File: config.mk
export PLATFORM = sky130hd
export DESIGN_NAME = vppm_pulse_triplet_modulator_top
export DESIGN_NICKNAME = d
export VERILOG_FILES = /design/src/hdl/vppm_pkg.sv /design/src/hdl/vppm_cfg.sv /design/src/hdl/vppm_eval.sv /design/src/hdl/vppm_core.sv /design/src/hdl/vppm_pulse_triplet_modulator_top.sv
export SDC_FILE = /design/constraint.sdc
export NUM_CORES = 1
export LEC_CHECK = 0
export BUFFER_PORTS_ARGS = -buffer_cell sky130_fd_sc_hd__buf_2
export CAP_MARGIN = 20
export CORE_AREA = 2 2 241 184
export DETAILED_ROUTE_END_ITERATION = 6
export DIE_AREA = 0 0 243 186
export PLACE_DENSITY = 0.79
export SKIP_LAST_GASP = 1
export SYNTH_ARGS = -nofsm -noshare
export SYNTH_HDL_FRONTEND = slang
export SYNTH_SLANG_ARGS = --single-unit
File: constraint.sdc
create_clock -name clk -period 7.51 [get_ports clk]
set_input_delay 0.751 -clock clk [delete_from_list [all_inputs] [get_ports clk]]
set_output_delay 0.751 -clock clk [all_outputs]
set_load 0.03 [all_outputs]
File: src/hdl/vppm_pkg.sv
// vppm_pkg: shared widths, register indexes, reset values and the types
// passed between the configuration block, the window evaluator and the core.
// No dependencies.
package vppm_pkg;

    // timer width of the target pwm; period and high values wrap at this width
    localparam int TIMER_W = 16;

    // field and register widths
    localparam int HP_W    = 14;
    localparam int DIM_W   = 10;
    localparam int DUTY_W  = 10;
    localparam int PULSE_W = 16;
    localparam int POS_W   = 7;
    localparam int OUT_W   = 16;
    localparam int ADDR_W  = 4;
    localparam int DATA_W  = 32;

    // register indexes (byte address / 4)
    localparam logic [1:0] REG_HALF_PERIOD    = 2'd0;
    localparam logic [1:0] REG_DIM_LEVEL      = 2'd1;
    localparam logic [1:0] REG_DUTY_REDUCTION = 2'd2;

    // dimming position wraps at one hundred
    localparam logic [POS_W-1:0] DIM_WRAP      = 7'd100;
    localparam logic [POS_W-1:0] POS_LAST      = 7'd99;
    localparam logic [POS_W-1:0] POS_NEXT_LAST = 7'd98;

    // reset values of the registers and of the values derived from them
    localparam int HP_RESET       = 100;
    localparam int DIM_RESET      = 500;
    localparam int DUTY_RESET     = 0;
    localparam int HPQ_RESET      = HP_RESET / 5;
    localparam int HPR_RESET      = HP_RESET % 5;
    localparam int K1_RESET       = DIM_RESET / 100;
    localparam int REM_RESET      = DIM_RESET % 100;
    localparam int K2_RESET       = K1_RESET + ((REM_RESET != 0) ? 1 : 0);
    localparam int S_RESET        = 100 - REM_RESET;
    localparam int PULSE_LO_RESET = (2 * HP_RESET * K1_RESET) / 10 - DUTY_RESET;
    localparam int PULSE_HI_RESET = (2 * HP_RESET * K2_RESET) / 10 - DUTY_RESET;

    // settings seen by the window evaluator
    typedef struct packed {
        logic [HP_W-1:0]    half_period;
        logic [POS_W-1:0]   s_point;
        logic [PULSE_W-1:0] pulse_lo;
        logic [PULSE_W-1:0] pulse_hi;
    } vppm_cfg_t;

    // one pwm triplet as formed from a window, period already minus one
    typedef struct packed {
        logic [TIMER_W-1:0] period;
        logic [TIMER_W-1:0] high;
        logic               two;
    } vppm_trip_t;

endpackage

File: src/hdl/vppm_cfg.sv
// vppm_cfg: apb register file for half period, dimming level and duty
// reduction, plus the registered pulse widths derived from them.
// Depends on vppm_pkg.
module vppm_cfg (
    input  logic                         clk,
    input  logic                         rst_n,
    input  logic                         psel,
    input  logic                         penable,
    input  logic                         pwrite,
    input  logic [vppm_pkg::ADDR_W-1:0]  paddr,
    input  logic [vppm_pkg::DATA_W-1:0]  pwdata,
    output logic [vppm_pkg::DATA_W-1:0]  prdata,
    output logic                         pready,
    output vppm_pkg::vppm_cfg_t          cfg
);
    import vppm_pkg::*;

    // reciprocal constants: x/5 for 14-bit x, x/100 for 10-bit x, small x/5
    localparam logic [27:0] DIV5_MUL      = 28'd13108;
    localparam int          DIV5_SHIFT    = 16;
    localparam logic [15:0] DIV100_MUL    = 16'd41;
    localparam int          DIV100_SHIFT  = 12;
    localparam logic [9:0]  SMALL5_MUL    = 10'd13;
    localparam int          SMALL5_SHIFT  = 6;

    logic [HP_W-1:0]    hp_reg;
    logic [DIM_W-1:0]   dim_reg;
    logic [DUTY_W-1:0]  duty_reg;
    logic [11:0]        hpq_reg;
    logic [2:0]         hpr_reg;
    logic [3:0]         k1_reg;
    logic [3:0]         k2_reg;
    logic [POS_W-1:0]   s_reg;
    logic [PULSE_W-1:0] lo_reg;
    logic [PULSE_W-1:0] hi_reg;

    logic               wr;
    logic [1:0]         widx;
    logic [HP_W-1:0]    hp_wr;
    logic [27:0]        hp_prod;
    logic [11:0]        hp_q;
    logic [HP_W-1:0]    hp_r_full;
    logic [DIM_W-1:0]   dim_wr;
    logic [15:0]        dim_prod;
    logic [3:0]         k1_wr;
    logic [DIM_W-1:0]   rem_full;
    logic [POS_W-1:0]   rem_wr;
    logic [PULSE_W-1:0] lo_next;
    logic [PULSE_W-1:0] hi_next;

    // floor(2*hp*k/10) minus duty, clamped at zero; hp = 5*q + r
    function automatic logic [PULSE_W-1:0] pulse_of(
        input logic [11:0]       q,
        input logic [2:0]        r,
        input logic [3:0]        k,
        input logic [DUTY_W-1:0] duty
    );
        logic [15:0] whole;
        logic [5:0]  rk;
        logic [9:0]  rk_scaled;
        logic [16:0] base;
        whole     = 16'(q) * 16'(k);
        rk        = 6'(r) * 6'(k);
        rk_scaled = 10'(rk) * SMALL5_MUL;
        base      = 17'(whole) + 17'(rk_scaled >> SMALL5_SHIFT);
        if (base < 17'(duty))
            return '0;
        return PULSE_W'(base - 17'(duty));
    endfunction

    assign pready = 1'b1;
    assign wr     = psel & penable & pwrite;
    assign widx   = paddr[ADDR_W-1:2];

    // half period split into quotient and remainder by five
    assign hp_wr     = pwdata[HP_W-1:0];
    assign hp_prod   = 28'(hp_wr) * DIV5_MUL;
    assign hp_q      = hp_prod[DIV5_SHIFT +: 12];
    assign hp_r_full = hp_wr - HP_W'(hp_q) * HP_W'(5);

    // dimming level split into floor fraction and switch point
    assign dim_wr   = pwdata[DIM_W-1:0];
    assign dim_prod = 16'(dim_wr) * DIV100_MUL;
    assign k1_wr    = dim_prod[DIV100_SHIFT +: 4];
    assign rem_full = dim_wr - DIM_W'(k1_wr) * DIM_W'(100);
    assign rem_wr   = rem_full[POS_W-1:0];

    // pulse widths from the registered settings
    assign lo_next = pulse_of(hpq_reg, hpr_reg, k1_reg, duty_reg);
    assign hi_next = pulse_of(hpq_reg, hpr_reg, k2_reg, duty_reg);

    // register file and derived values
    always_ff @(posedge clk or negedge rst_n)
    begin
        if (!rst_n)
        begin
            hp_reg   <= HP_W'(HP_RESET);
            dim_reg  <= DIM_W'(DIM_RESET);
            duty_reg <= DUTY_W'(DUTY_RESET);
            hpq_reg  <= 12'(HPQ_RESET);
            hpr_reg  <= 3'(HPR_RESET);
            k1_reg   <= 4'(K1_RESET);
            k2_reg   <= 4'(K2_RESET);
            s_reg    <= POS_W'(S_RESET);
            lo_reg   <= PULSE_W'(PULSE_LO_RESET);
            hi_reg   <= PULSE_W'(PULSE_HI_RESET);
        end
        else
        begin
            lo_reg <= lo_next;
            hi_reg <= hi_next;
            if (wr)
            begin
                case (widx)
                    REG_HALF_PERIOD:
                    begin
                        hp_reg  <= hp_wr;
                        hpq_reg <= hp_q;
                        hpr_reg <= hp_r_full[2:0];
                    end
                    REG_DIM_LEVEL:
                    begin
                        dim_reg <= dim_wr;
                        k1_reg  <= k1_wr;
                        k2_reg  <= k1_wr + 4'(rem_wr != '0);
                        s_reg   <= DIM_WRAP - rem_wr;
                    end
                    REG_DUTY_REDUCTION:
                    begin
                        duty_reg <= pwdata[DUTY_W-1:0];
                    end
                    default:
                    begin
                    end
                endcase
            end
        end
    end

    // read back
    always_comb
    begin
        case (widx)
            REG_HALF_PERIOD:    prdata = DATA_W'(hp_reg);
            REG_DIM_LEVEL:      prdata = DATA_W'(dim_reg);
            REG_DUTY_REDUCTION: prdata = DATA_W'(duty_reg);
            default:            prdata = '0;
        endcase
    end

    assign cfg.half_period = hp_reg;
    assign cfg.s_point     = s_reg;
    assign cfg.pulse_lo    = lo_reg;
    assign cfg.pulse_hi    = hi_reg;

endmodule

File: src/hdl/vppm_eval.sv
// vppm_eval: turns a full 3-bit look-ahead window into a pwm triplet and
// says whether the window consumes one or two bits. Purely combinational.
// Depends on vppm_pkg.
module vppm_eval (
    input  logic [2:0]                  window,
    input  logic [vppm_pkg::POS_W-1:0]  dim_pos,
    input  vppm_pkg::vppm_cfg_t         cfg,
    output vppm_pkg::vppm_trip_t        trip
);
    import vppm_pkg::*;

    logic               sel1;
    logic               sel2;
    logic               sel3;
    logic [TIMER_W-1:0] m1;
    logic [TIMER_W-1:0] m2;
    logic [TIMER_W-1:0] m3;
    logic [TIMER_W-1:0] hp1;
    logic [TIMER_W-1:0] hp2;
    logic [TIMER_W-1:0] hp4;
    logic [TIMER_W-1:0] per;

    // ceiling fraction once the position reaches the switch point
    assign sel1 = {1'b0, dim_pos} >= {1'b0, cfg.s_point};
    assign sel2 = ({1'b0, dim_pos} + 8'd1 >= {1'b0, cfg.s_point}) && (dim_pos < POS_LAST);
    assign sel3 = ({1'b0, dim_pos} + 8'd2 >= {1'b0, cfg.s_point}) &&
                  (dim_pos < POS_NEXT_LAST);

    assign m1 = TIMER_W'(sel1 ? cfg.pulse_hi : cfg.pulse_lo);
    assign m2 = TIMER_W'(sel2 ? cfg.pulse_hi : cfg.pulse_lo);
    assign m3 = TIMER_W'(sel3 ? cfg.pulse_hi : cfg.pulse_lo);

    assign hp1 = TIMER_W'(cfg.half_period);
    assign hp2 = hp1 << 1;
    assign hp4 = hp1 << 2;

    // period and high width per window pattern, modulo the timer width
    always_comb
    begin
        per       = hp2;
        trip.high = m1;
        trip.two  = 1'b0;
        case (window)
            3'b000, 3'b100:
            begin
                per = hp2;
            end
            3'b010, 3'b110:
            begin
                per = hp4 - m2;
            end
            3'b011, 3'b111:
            begin
                per = hp2 + m1 - m2;
            end
            3'b101:
            begin
                per       = hp4 + m1 - m3;
                trip.high = m1 + m2;
                trip.two  = 1'b1;
            end
            default:
            begin
                // isolated one followed by a zero
                per       = hp2 + m1;
                trip.high = m1 + m2;
                trip.two  = 1'b1;
            end
        endcase
        trip.period = per - TIMER_W'(1);
    end

endmodule

File: src/hdl/vppm_core.sv
// vppm_core: input word register, bit window, dimming position, held
// triplet with merge, frame flush sequencer and the output word register.
// Depends on vppm_pkg and vppm_eval.
module vppm_core (
    input  logic                         clk,
    input  logic                         rst_n,
    input  vppm_pkg::vppm_cfg_t          cfg,
    input  logic                         in_valid,
    output logic                         in_stall,
    input  logic                         data_bit,
    input  logic                         merge_allowed,
    input  logic                         frame_end,
    input  logic [1:0]                   follow_bits,
    output logic                         out_valid,
    input  logic                         out_stall,
    output logic [vppm_pkg::OUT_W-1:0]   period_value,
    output logic [vppm_pkg::OUT_W-1:0]   repeat_count,
    output logic [vppm_pkg::OUT_W-1:0]   high_width,
    output logic                         last
);
    import vppm_pkg::*;

    typedef enum logic [1:0] {
        FL_NONE,
        FL_EVAL,
        FL_LAST
    } phase_t;

    phase_t             phase_reg,      phase_next;
    logic               in_valid_reg,   in_valid_next;
    logic               bit_reg,        bit_next;
    logic               merge_reg,      merge_next;
    logic               fend_reg,       fend_next;
    logic [1:0]         follow_reg,     follow_next;
    logic [2:0]         win_reg,        win_next;
    logic [1:0]         fill_reg,       fill_next;
    logic [1:0]         pad_reg,        pad_next;
    logic [1:0]         left_reg,       left_next;
    logic [POS_W-1:0]   dim_reg,        dim_next;
    logic               held_valid_reg, held_valid_next;
    logic [TIMER_W-1:0] held_per_reg,   held_per_next;
    logic [TIMER_W-1:0] held_rep_reg,   held_rep_next;
    logic [TIMER_W-1:0] held_high_reg,  held_high_next;
    logic               out_valid_reg,  out_valid_next;
    logic [OUT_W-1:0]   out_per_reg,    out_per_next;
    logic [OUT_W-1:0]   out_rep_reg,    out_rep_next;
    logic [OUT_W-1:0]   out_high_reg,   out_high_next;
    logic               out_last_reg,   out_last_next;

    logic               adv;
    logic               step;
    logic               item_done;
    logic               accept;
    logic [2:0]         wnew;
    logic [1:0]         fnew;
    logic [2:0]         src_w;
    logic [1:0]         src_wf;
    logic [1:0]         src_pad;
    logic [1:0]         left_src;
    logic [2:0]         padded;
    logic [2:0]         pad_idx;
    logic [2:0]         pad_sum;
    logic [1:0]         pad_after;
    logic               do_eval;
    vppm_trip_t         trip;
    logic [1:0]         used;
    logic [1:0]         left_after;
    logic               hit;
    logic [POS_W-1:0]   dim_sum;
    logic [POS_W-1:0]   dim_after;

    // handshake: the core steps whenever it holds an input word and the output register can take a word
    assign adv       = !out_valid_reg || !out_stall;
    assign step      = in_valid_reg && adv;
    assign item_done = step && ((phase_reg == FL_NONE && !fend_reg) || phase_reg == FL_LAST);
    assign in_stall  = in_valid_reg && !item_done;
    assign accept    = in_valid && !in_stall;

    // new bit appended to the window
    assign wnew = win_reg | (3'(bit_reg) << fill_reg);
    assign fnew = fill_reg + 2'd1;

    // window source: live window for a new bit, working window during flush
    assign src_w    = (phase_reg == FL_EVAL) ? win_reg  : wnew;
    assign src_wf   = (phase_reg == FL_EVAL) ? fill_reg : fnew;
    assign src_pad  = (phase_reg == FL_EVAL) ? pad_reg  : 2'd0;
    assign left_src = (phase_reg == FL_EVAL) ? left_reg : fnew;

    // pad empty window slots with the follow bits, then zeros
    always_comb
    begin
        padded  = '0;
        pad_idx = '0;
        for (int p = 0; p < 3; p++)
        begin
            pad_idx = 3'(src_pad) + 3'(p) - 3'(src_wf);
            if (3'(p) < 3'(src_wf))
                padded[p] = src_w[p];
            else if (pad_idx < 3'd2)
                padded[p] = follow_reg[pad_idx[0]];
            else
                padded[p] = 1'b0;
        end
    end

    assign pad_sum   = 3'(src_pad) + 3'd3 - 3'(src_wf);
    assign pad_after = (pad_sum >= 3'd2) ? 2'd2 : pad_sum[1:0];

    assign do_eval = (phase_reg == FL_EVAL) ||
                     (phase_reg == FL_NONE && (fend_reg || fnew == 2'd3));

    vppm_eval u_eval (
        .window  (padded),
        .dim_pos (dim_reg),
        .cfg     (cfg),
        .trip    (trip)
    );

    assign used       = trip.two ? 2'd2 : 2'd1;
    assign left_after = (left_src > used) ? left_src - used : 2'd0;

    // merge with a matching held triplet when merging is allowed, unless its repeat count is full
    assign hit = held_valid_reg && merge_reg && held_per_reg == trip.period &&
                 held_high_reg == trip.high && held_rep_reg != '1;

    // dimming position advance
    assign dim_sum   = dim_reg + POS_W'(used);
    assign dim_after = (dim_sum >= DIM_WRAP) ? dim_sum - DIM_WRAP : dim_sum;

    // next state
    always_comb
    begin
        phase_next      = phase_reg;
        in_valid_next   = in_valid_reg;
        bit_next        = bit_reg;
        merge_next      = merge_reg;
        fend_next       = fend_reg;
        follow_next     = follow_reg;
        win_next        = win_reg;
        fill_next       = fill_reg;
        pad_next        = pad_reg;
        left_next       = left_reg;
        dim_next        = dim_reg;
        held_valid_next = held_valid_reg;
        held_per_next   = held_per_reg;
        held_rep_next   = held_rep_reg;
        held_high_next  = held_high_reg;
        out_valid_next  = out_valid_reg && out_stall;
        out_per_next    = out_per_reg;
        out_rep_next    = out_rep_reg;
        out_high_next   = out_high_reg;
        out_last_next   = out_last_reg;

        // input word register
        if (accept)
        begin
            in_valid_next = 1'b1;
            bit_next      = data_bit;
            merge_next    = merge_allowed;
            fend_next     = frame_end;
            follow_next   = follow_bits;
        end
        else if (item_done)
        begin
            in_valid_next = 1'b0;
        end

        if (step && do_eval)
        begin
            // window evaluation, with merge or emit of the held triplet
            if (hit)
            begin
                held_rep_next = held_rep_reg + TIMER_W'(1);
            end
            else
            begin
                if (held_valid_reg)
                begin
                    out_valid_next = 1'b1;
                    out_per_next   = OUT_W'(held_per_reg);
                    out_rep_next   = OUT_W'(held_rep_reg);
                    out_high_next  = OUT_W'(held_high_reg);
                    out_last_next  = 1'b0;
                end
                held_valid_next = 1'b1;
                held_per_next   = trip.period;
                held_rep_next   = '0;
                held_high_next  = trip.high;
            end
            dim_next  = dim_after;
            win_next  = padded >> used;
            fill_next = trip.two ? 2'd1 : 2'd2;
            if (fend_reg)
            begin
                pad_next   = pad_after;
                left_next  = left_after;
                phase_next = (left_after == 2'd0) ? FL_LAST : FL_EVAL;
            end
        end
        else if (step && phase_reg == FL_NONE)
        begin
            // window not yet full
            win_next  = wnew;
            fill_next = fnew;
        end
        else if (step && phase_reg == FL_LAST)
        begin
            // final triplet of the frame, then start fresh
            if (held_valid_reg)
            begin
                out_valid_next = 1'b1;
                out_per_next   = OUT_W'(held_per_reg);
                out_rep_next   = OUT_W'(held_rep_reg);
                out_high_next  = OUT_W'(held_high_reg);
                out_last_next  = 1'b1;
            end
            held_valid_next = 1'b0;
            win_next        = '0;
            fill_next       = '0;
            dim_next        = '0;
            phase_next      = FL_NONE;
        end
    end

    // state and output registers
    always_ff @(posedge clk or negedge rst_n)
    begin
        if (!rst_n)
        begin
            phase_reg      <= FL_NONE;
            in_valid_reg   <= 1'b0;
            bit_reg        <= 1'b0;
            merge_reg      <= 1'b0;
            fend_reg       <= 1'b0;
            follow_reg     <= '0;
            win_reg        <= '0;
            fill_reg       <= '0;
            pad_reg        <= '0;
            left_reg       <= '0;
            dim_reg        <= '0;
            held_valid_reg <= 1'b0;
            held_per_reg   <= '0;
            held_rep_reg   <= '0;
            held_high_reg  <= '0;
            out_valid_reg  <= 1'b0;
            out_per_reg    <= '0;
            out_rep_reg    <= '0;
            out_high_reg   <= '0;
            out_last_reg   <= 1'b0;
        end
        else
        begin
            phase_reg      <= phase_next;
            in_valid_reg   <= in_valid_next;
            bit_reg        <= bit_next;
            merge_reg      <= merge_next;
            fend_reg       <= fend_next;
            follow_reg     <= follow_next;
            win_reg        <= win_next;
            fill_reg       <= fill_next;
            pad_reg        <= pad_next;
            left_reg       <= left_next;
            dim_reg        <= dim_next;
            held_valid_reg <= held_valid_next;
            held_per_reg   <= held_per_next;
            held_rep_reg   <= held_rep_next;
            held_high_reg  <= held_high_next;
            out_valid_reg  <= out_valid_next;
            out_per_reg    <= out_per_next;
            out_rep_reg    <= out_rep_next;
            out_high_reg   <= out_high_next;
            out_last_reg   <= out_last_next;
        end
    end

    assign out_valid    = out_valid_reg;
    assign period_value = out_per_reg;
    assign repeat_count = out_rep_reg;
    assign high_width   = out_high_reg;
    assign last         = out_last_reg;

`ifndef NO_ASSERTIONS
    // the live window never holds three unconsumed bits between steps
    a_fill_bound: assert property (@(posedge clk) disable iff (!rst_n)
        fill_reg != 2'd3)
        else $error("window fill reached three");

    // dimming position stays inside its wrap range
    a_dim_bound: assert property (@(posedge clk) disable iff (!rst_n)
        dim_reg < DIM_WRAP)
        else $error("dimming position out of range");

    // a flush only runs while the frame-end word is held
    a_flush_item: assert property (@(posedge clk) disable iff (!rst_n)
        (phase_reg != FL_NONE) |-> (in_valid_reg && fend_reg))
        else $error("flush running without a frame-end word");

    // the final phase always has a triplet to flush
    a_last_held: assert property (@(posedge clk) disable iff (!rst_n)
        (phase_reg == FL_LAST) |-> held_valid_reg)
        else $error("flush reached the end with nothing held");

    // a word marked last leaves the core idle for the next frame
    a_last_clears: assert property (@(posedge clk) disable iff (!rst_n)
        (step && phase_reg == FL_LAST) |=> (!held_valid_reg && fill_reg == 2'd0 &&
                                            dim_reg == '0))
        else $error("state not cleared after frame flush");
`endif

endmodule

File: src/hdl/vppm_pulse_triplet_modulator_top.sv
// vppm_pulse_triplet_modulator_top: top level of the vppm triplet modulator.
// Depends on vppm_pkg, vppm_cfg, vppm_core (and vppm_eval below it).
//
// Takes one line-coded bit per word and produces pwm timer triplets (period
// minus one, repeat count, high width) for a light-source driver. An ordinary
// bit is taken every cycle while the output side keeps up; a bit marked as
// frame end occupies the block for one to three window evaluations of the
// flush plus a final step for the last triplet, because the flush sequencer
// in the core does one window a cycle while the output side keeps up and the
// single output register carries at most one word a cycle. The bit that
// releases a result word from the held slot is captured in the input word
// register and the word is then registered in the output word register;
// during a flush further words come from the later flush steps. Register
// writes take effect for a bit accepted from the cycle after the write; the
// pulse widths are re-derived in a register stage behind the apb registers.
module vppm_pulse_triplet_modulator_top (
    input  logic                         clk,
    input  logic                         rst_n,
    input  logic                         psel,
    input  logic                         penable,
    input  logic                         pwrite,
    input  logic [vppm_pkg::ADDR_W-1:0]  paddr,
    input  logic [vppm_pkg::DATA_W-1:0]  pwdata,
    output logic [vppm_pkg::DATA_W-1:0]  prdata,
    output logic                         pready,
    input  logic                         in_valid,
    output logic                         in_stall,
    input  logic                         data_bit,
    input  logic                         merge_allowed,
    input  logic                         frame_end,
    input  logic [1:0]                   follow_bits,
    output logic                         out_valid,
    input  logic                         out_stall,
    output logic [vppm_pkg::OUT_W-1:0]   period_value,
    output logic [vppm_pkg::OUT_W-1:0]   repeat_count,
    output logic [vppm_pkg::OUT_W-1:0]   high_width,
    output logic                         last
);
    import vppm_pkg::*;

    vppm_cfg_t cfg;

    // configuration registers and derived pulse widths
    vppm_cfg u_cfg (
        .clk     (clk),
        .rst_n   (rst_n),
        .psel    (psel),
        .penable (penable),
        .pwrite  (pwrite),
        .paddr   (paddr),
        .pwdata  (pwdata),
        .prdata  (prdata),
        .pready  (pready),
        .cfg     (cfg)
    );

    // bit window, merge and flush datapath
    vppm_core u_core (
        .clk           (clk),
        .rst_n         (rst_n),
        .cfg           (cfg),
        .in_valid      (in_valid),
        .in_stall      (in_stall),
        .data_bit      (data_bit),
        .merge_allowed (merge_allowed),
        .frame_end     (frame_end),
        .follow_bits   (follow_bits),
        .out_valid     (out_valid),
        .out_stall     (out_stall),
        .period_value  (period_value),
        .repeat_count  (repeat_count),
        .high_width    (high_width),
        .last          (last)
    );

endmodule
# --- Word-level counts from Yosys, hierarchy flattened ---
# Cells that the tools add are included.
word_totals:
  inputBits: 48
  reg_bits: 219
  wordCells: 236
  out_inout_bits: 84
classes:
  muxes: 79
  n_addsub: 29
  n_lt_le_gt_ge: 19
  mul: 10
  shift: 2
  n_eq_ne: 17
  bitwise_logic: 4
  reduce_logical: 46
ops:
  columns: ["op", "count"]
  rows:
  - ["$mux 16", 23]
  - ["$pmux 16 s4", 1]
  - ["$sub 16x16->16", 3]
  - ["$pmux 14 s3", 1]
  - ["$add 16x4->17", 2]
  - ["$lt 17x10->1", 2]
  - ["$add 16x16->16", 2]
  - ["$eq 16x16->1", 2]
  - ["$mul 12x4->16", 2]
  - ["$sub 16x10->16", 2]
  - ["$mux 1", 31]
  - ["$mux 2", 14]
  - ["$mux 7", 4]
  - ["$mul 14x12->26 const B", 1]
  - ["$mul 6x4->10 const B", 2]
  - ["$mux 17", 1]
  - ["$add 15x16->16", 1]
  - ["$add 16x1->16 const B", 1]
  - ["$ge 8x7->1", 2]
  - ["$logic_and 1x1->1", 16]
  - ["$mul 10x6->16 const B", 1]
  - ["$ne 16x16->1 const B", 1]
  - ["$sub 16x1->16 const B", 1]
  - ["$lt 7x7->1 const B", 2]
  - ["49 further kinds", 88]

# --- Longest topological paths before layout ---
logic_depth:
  depth_word: 18
  ltp_mapped: 38
  ltp_nobuf: 34

# --- Hierarchy ---
# Synthesis repeated with hierarchy kept, for this count alone.
unflattened:
  cells_unflattened: 2672
  hier_area_um2: 24925.2
by_module_without_submodules:
  columns: ["mod", "cells_per_inst", "area_each_um2", "n_inst", "seq_area_each_um2"]
  rows:
  - ["vppm_cfg", 1425, 13351.6, 1, 2407.3]
  - ["vppm_core", 504, 6048.3, 1, 3078.0]
  - ["vppm_eval", 743, 5525.3, 1, 0.0]

# --- Worst setup path after synthesis ---
# OpenSTA, ideal clock, no wires.
synth_timing:
  path_kind: "register -> register"
  from: "register u_core.dim_reg[1]"
  to: "register u_core.held_high_reg[11]"
  stages_incl_launch_ff: 37
  period_less_slack_ns: 8.121
  required_time_ns: 7.385
  path_buffers: 7
  t_arrival_ns: 7.996
  setup_time_ns: 0.125
  slack_ns: -0.611
  path_cell_list: "dfrtp_1 inv_1 ha_1 nor2b_1 a221oi_1 o21ai_1 clkbuf_1 mux2i_1 inv_1 ha_1 inv_1 fa_1 nor2b_1 o21a_1 nor2_1 xnor2_1 mux2_2 ha_1 clkbuf_1 a21o_1 o41ai_1 xor2_1 nor2_1 o32a_1 or2_2 clkbuf_1 or4_1 buf_2 nor2_1 nand3_1 xnor3_1 or3_1 buf_2 and2_1 buf_6 buf_6 mux2_4"
synth_via:
  elab_chain_len: 13
  word_cells_on_any_way: 28
  cone_classes: "add/sub (9); order compare (5); eq/ne (2); mux (5); bitwise (1); reduce/logical (6)"
synth_rtl:
  columns: ["element", "line_no", "rtl"]
  rows:
  - ["start: declaration", "vppm_core.sv:39", "logic [POS_W-1:0] dim_reg, dim_next;"]
  - ["start signal: assignment", "vppm_core.sv:263", "dim_reg <= dim_next;"]
  - ["branches (longest 13 deep; another with $add 16x16->16)", null, null]
  - ["end signal: assignment", "vppm_core.sv:267", "held_high_reg <= held_high_next;"]
  - ["end: declaration", "vppm_core.sv:43", "logic [TIMER_W-1:0] held_high_reg, held_high_next;"]
# Several ways; the timed one is not identified.
# A chain may end at the register's enable or synchronous reset.

# --- Final worst setup path ---
layout_timing:
  from: "register u_cfg.k1_reg[2]"
  to: "register u_cfg.lo_reg[12]"
layout_via:
  elab_chain_len: 6
  word_cells_on_any_way: 8
  cone_classes: "add/sub (2); mul (3); order compare (1); mux (2)"
layout_rtl:
  columns: ["element", "line_no", "rtl"]
  rows:
  - ["start: declaration", "vppm_cfg.sv:31", "logic [3:0] k1_reg;"]
  - ["start signal: assignment", "vppm_cfg.sv:102", "k1_reg <= 4'(K1_RESET);"]
  - ["start signal: assignment", "vppm_cfg.sv:124", "k1_reg <= k1_wr;"]
  - ["$mul 3x4->6", "vppm_cfg.sv:63", "rk = 6'(r) * 6'(k);"]
  - ["$mul 6x4->10", "vppm_cfg.sv:64", "rk_scaled = 10'(rk) * SMALL5_MUL;"]
  - ["$add 16x4->17 *", "vppm_cfg.sv:65", "base = 17'(whole) + 17'(rk_scaled >> SMALL5_SHIFT);"]
  - ["$lt 17x10->1", "vppm_cfg.sv:66", "if (base < 17'(duty))"]
  - ["$mux 1", "vppm_cfg.sv:66", null]
  - ["$mux 16 *", "vppm_cfg.sv:68", "return PULSE_W'(base - 17'(duty));"]
  - ["net u_cfg.lo_next[12]", "vppm_cfg.sv:48", "logic [PULSE_W-1:0] lo_next;"]
  - ["end signal: assignment", "vppm_cfg.sv:105", "lo_reg <= PULSE_W'(PULSE_LO_RESET);"]
  - ["end signal: assignment", "vppm_cfg.sv:110", "lo_reg <= lo_next;"]
  - ["end: declaration", "vppm_cfg.sv:34", "logic [PULSE_W-1:0] lo_reg;"]
# The timed path passes the listed nets; every way through them passes the cells marked *.

==> results.cfg <==
[outcome]
status = complete, but fails checks
violations = negative setup slack

[clock_tree]
cts_tree = built
cts-root-buf = clkbuf_16
cts.sink_count = 218
numCtsBuffers = 24
clkLatencyLatePin_ps = 560
clkTransAtPathRegs_ps = 60
h-tree-depth = 1
cts_buffer_depth = 3

[detailed_routing]
vias_per_cell = 5.97
drc = 0
firstDrtPassIters = 6
drt-total-wl_um = 69200
postRouteAntennaNets = 0
drt_iter0_drc = 2013
vias = 21194
wl_per_cell_um = 19.5

[final_layout]
n_antenna_cell = 0
nNetsFinal = 3489
fin_area_um2 = 29000
final_cell_count_no_fill = 3552
area_growth_pct = 17.7
fill_cells = 3322
drive_gt1_frac = 0.232

[sta]
finalHoldViolCount = 0
fin_crit_ps = 7600
worst_pin_slew_ps = 1050
final.setup.tns_ps = -736
fin_worst_skew_ps = 19.5
setup_viol = 15
layout_setup_ws_ps = -88.9
rsz0062_at_grt = true
slew_violations = 0
finalCritPeriodShare = 1.01
fmax_ghz = 0.132
slew_headroom = 0.297

[logic_synthesis]
yosysWarnings = 0
yosysSeqAreaShare = 0.223
ys_top_cells_by_count = 352 x ha_1, 286 x inv_1, 262 x nand2_1
synthArstFlopShare = 1.00
synth_edf_count = 0
yosysMostFrequentCell = ha_1
synthAdderAreaFrac = 0.287
synth_area_leaders = dfrtp_1 20%, ha_1 18%, fa_1 11%
ys_ff_latch = 218
syn_area_um2 = 24600
synthXorXnorAreaFrac = 0.0612
yosys.area_share.simple = 0.145
netlist.area_leader.share = 0.197
synth_area_per_cell_um2 = 9.10
synthFlopType = dfrtp_1
synth_area_leader_cell = dfrtp_1
synth_compound_area_frac = 0.142
yosysUniqueCellTypes = 90
netlist_instances = 2706
synth_top_family_by_area = adder cells
synthMuxAreaShare = 0.0776

[setup_path]
end_kind = flop
slowest_delay_ps = 580
reg2reg_from = u_cfg.k1_reg[2]
crit_path_max_fanout = 7
cp.arrival_ps = 8040
start_kind = flop
worstSetupPathType = flop to flop
critPathRequiredTime_ps = 7950
startpoint = u_cfg.k1_reg[2]
crit_slowest_cell = fa_2

[global_routing]
antenna_found_initial = 0
grt_pass1_wl_um = 107000
grt.overflow.total = 0
grtUsageTotal = 0.296
grt_pass1_vias = 20851
grt_start_max_net_pins = 84

[floorplanning]
initial_core_util = 0.575
die_area_um2 = 45200
io_pins = 132
die_w_um = 243
die_height_um = 186
row_count = 66
core_um2 = 42800

[run]
max-cap-violations = 0

[placed_design]
numPortBuffers = 92
place_congestion = 0.957
dpl_cell_area_um2 = 26900
placed_cells = 3470
pre_cts_slack_ps = -165
hpwl_um = 53400

[min_path]
hold_path.class = primary input to asynchronous set/reset pin
metrics by stage:
stage / hold slack [ps] / utilization
after floorplan: 443 / -
after global placement: 459 / 0.629
final: 128 / 0.677
after CTS: 140 / 0.651
after detailed placement: 471 / 0.629
after global routing: 161 / 0.677
critical path: cells and delay by family (launching register included):
kind | cells | cell delay, ps
adder cells (fa/ha/maj) | 9 | 3340
flip-flops | 1 | 550
AO/OA/AOI/OAI | 8 | 1490
XOR/XNOR | 1 | 180
buffers and inverters | 3 | 360
AND/OR/NAND/NOR | 13 | 1560
routing by layer:
metal / share of wire / global-route usage / wire, um / vias up
li1: - / - / - / 9837
met1: 0.45 / 0.420 / 30800 / 10476
met2: 0.46 / 0.478 / 31600 / 768
met3: 0.078 / 0.0427 / 5370 / 113
met4: 0.021 / 0.0697 / 1430 / 0
met5: 0 / 0 / 0 / -
kinds of logic (layout without fill, tap and decap cells):
| kind of cell | count (synthesis) | in the layout |
|---|---|---|
| AO/OA/AOI/OAI | 535 | 535 |
| XOR/XNOR | 169 | 169 |
| adder cells (fa/ha/maj) | 485 | 485 |
| buffers and inverters | 392 | 643 |
| flip-flops | 218 | 218 |
| multiplexers | 172 | 172 |
| other | 2 | 19 |
| AND/OR/NAND/NOR | 733 | 733 |
layout by cell type, fill, tap and decap left out, types with 8 or more instances in the layout:
master     Yosys  final
nand2b_1      30     29
and2_1        65     63
nand2_1      262    258
a21oi_2        3     17
o21bai_1       9      8
and3_1        18     18
fa_1         133    128
o21ai_1        1     30
nor2_1       136    120
a21oi_1      119    104
inv_1        286    280
nor2_4         0     13
and4_1         9      8
dfstp_2       24     24
conb_1         2     19
xor2_1        62     57
dfrtp_1      194    191
or3_1         22     21
nand4_1       16     16
nor2b_1       37     30
nor3_1        51     38
mux2_4         7      8
o21a_1        23     22
o211ai_1       9      9
clkbuf_16      0     27
ha_1         352    335
a31oi_1       17     14
nor3_2         0      9
or2_2         12     12
nand3_1       40     37
a211oi_1      18     13
ha_4           0     12
o21ai_0      154    118
buf_2          8     91
xnor2_1      105    100
a21o_1        51     50
mux2_2       123    122
mux2i_1       42     38
buf_4         21    206
cell type report:
class / count / area (um^2) / area share
multi-input combinational: 2113 / 18600 / 0.641
tap: 578 / 723 / 0.0250
clock inverter: 12 / 139 / 0.00479
inverter: 287 / 1080 / 0.0372
sequential: 218 / 5490 / 0.189
timing repair buffer: 312 / 2290 / 0.0789
clock buffer: 32 / 691 / 0.0238
path summary, 6_finish.rpt:
check	slack, ps	cells past startpoint	end
setup / recovery	-90	34	u_cfg.lo_reg[12]
hold / removal	130	1	u_core.repeat_count[4]
setup reg to reg	-90	34	u_cfg.lo_reg[12]
hold reg to reg	490	1	u_core.left_reg[1]
max in group asynchronous	6050	2	u_core.held_high_reg[10]
min in group clk	410	2	u_core.in_valid_reg
repair_timing:
action	in CTS	in global routing
cloned	1	2
resized for setup	28	200
endpoints found under the hold margin	0	0
pin swaps	14	90
hold buffers	0	0
setup endpoints to repair	82	129
setup buffers	5	30
Power is not shown: default switching activity piles up to over one toggle a cycle in this logic, so the estimate is an artifact.
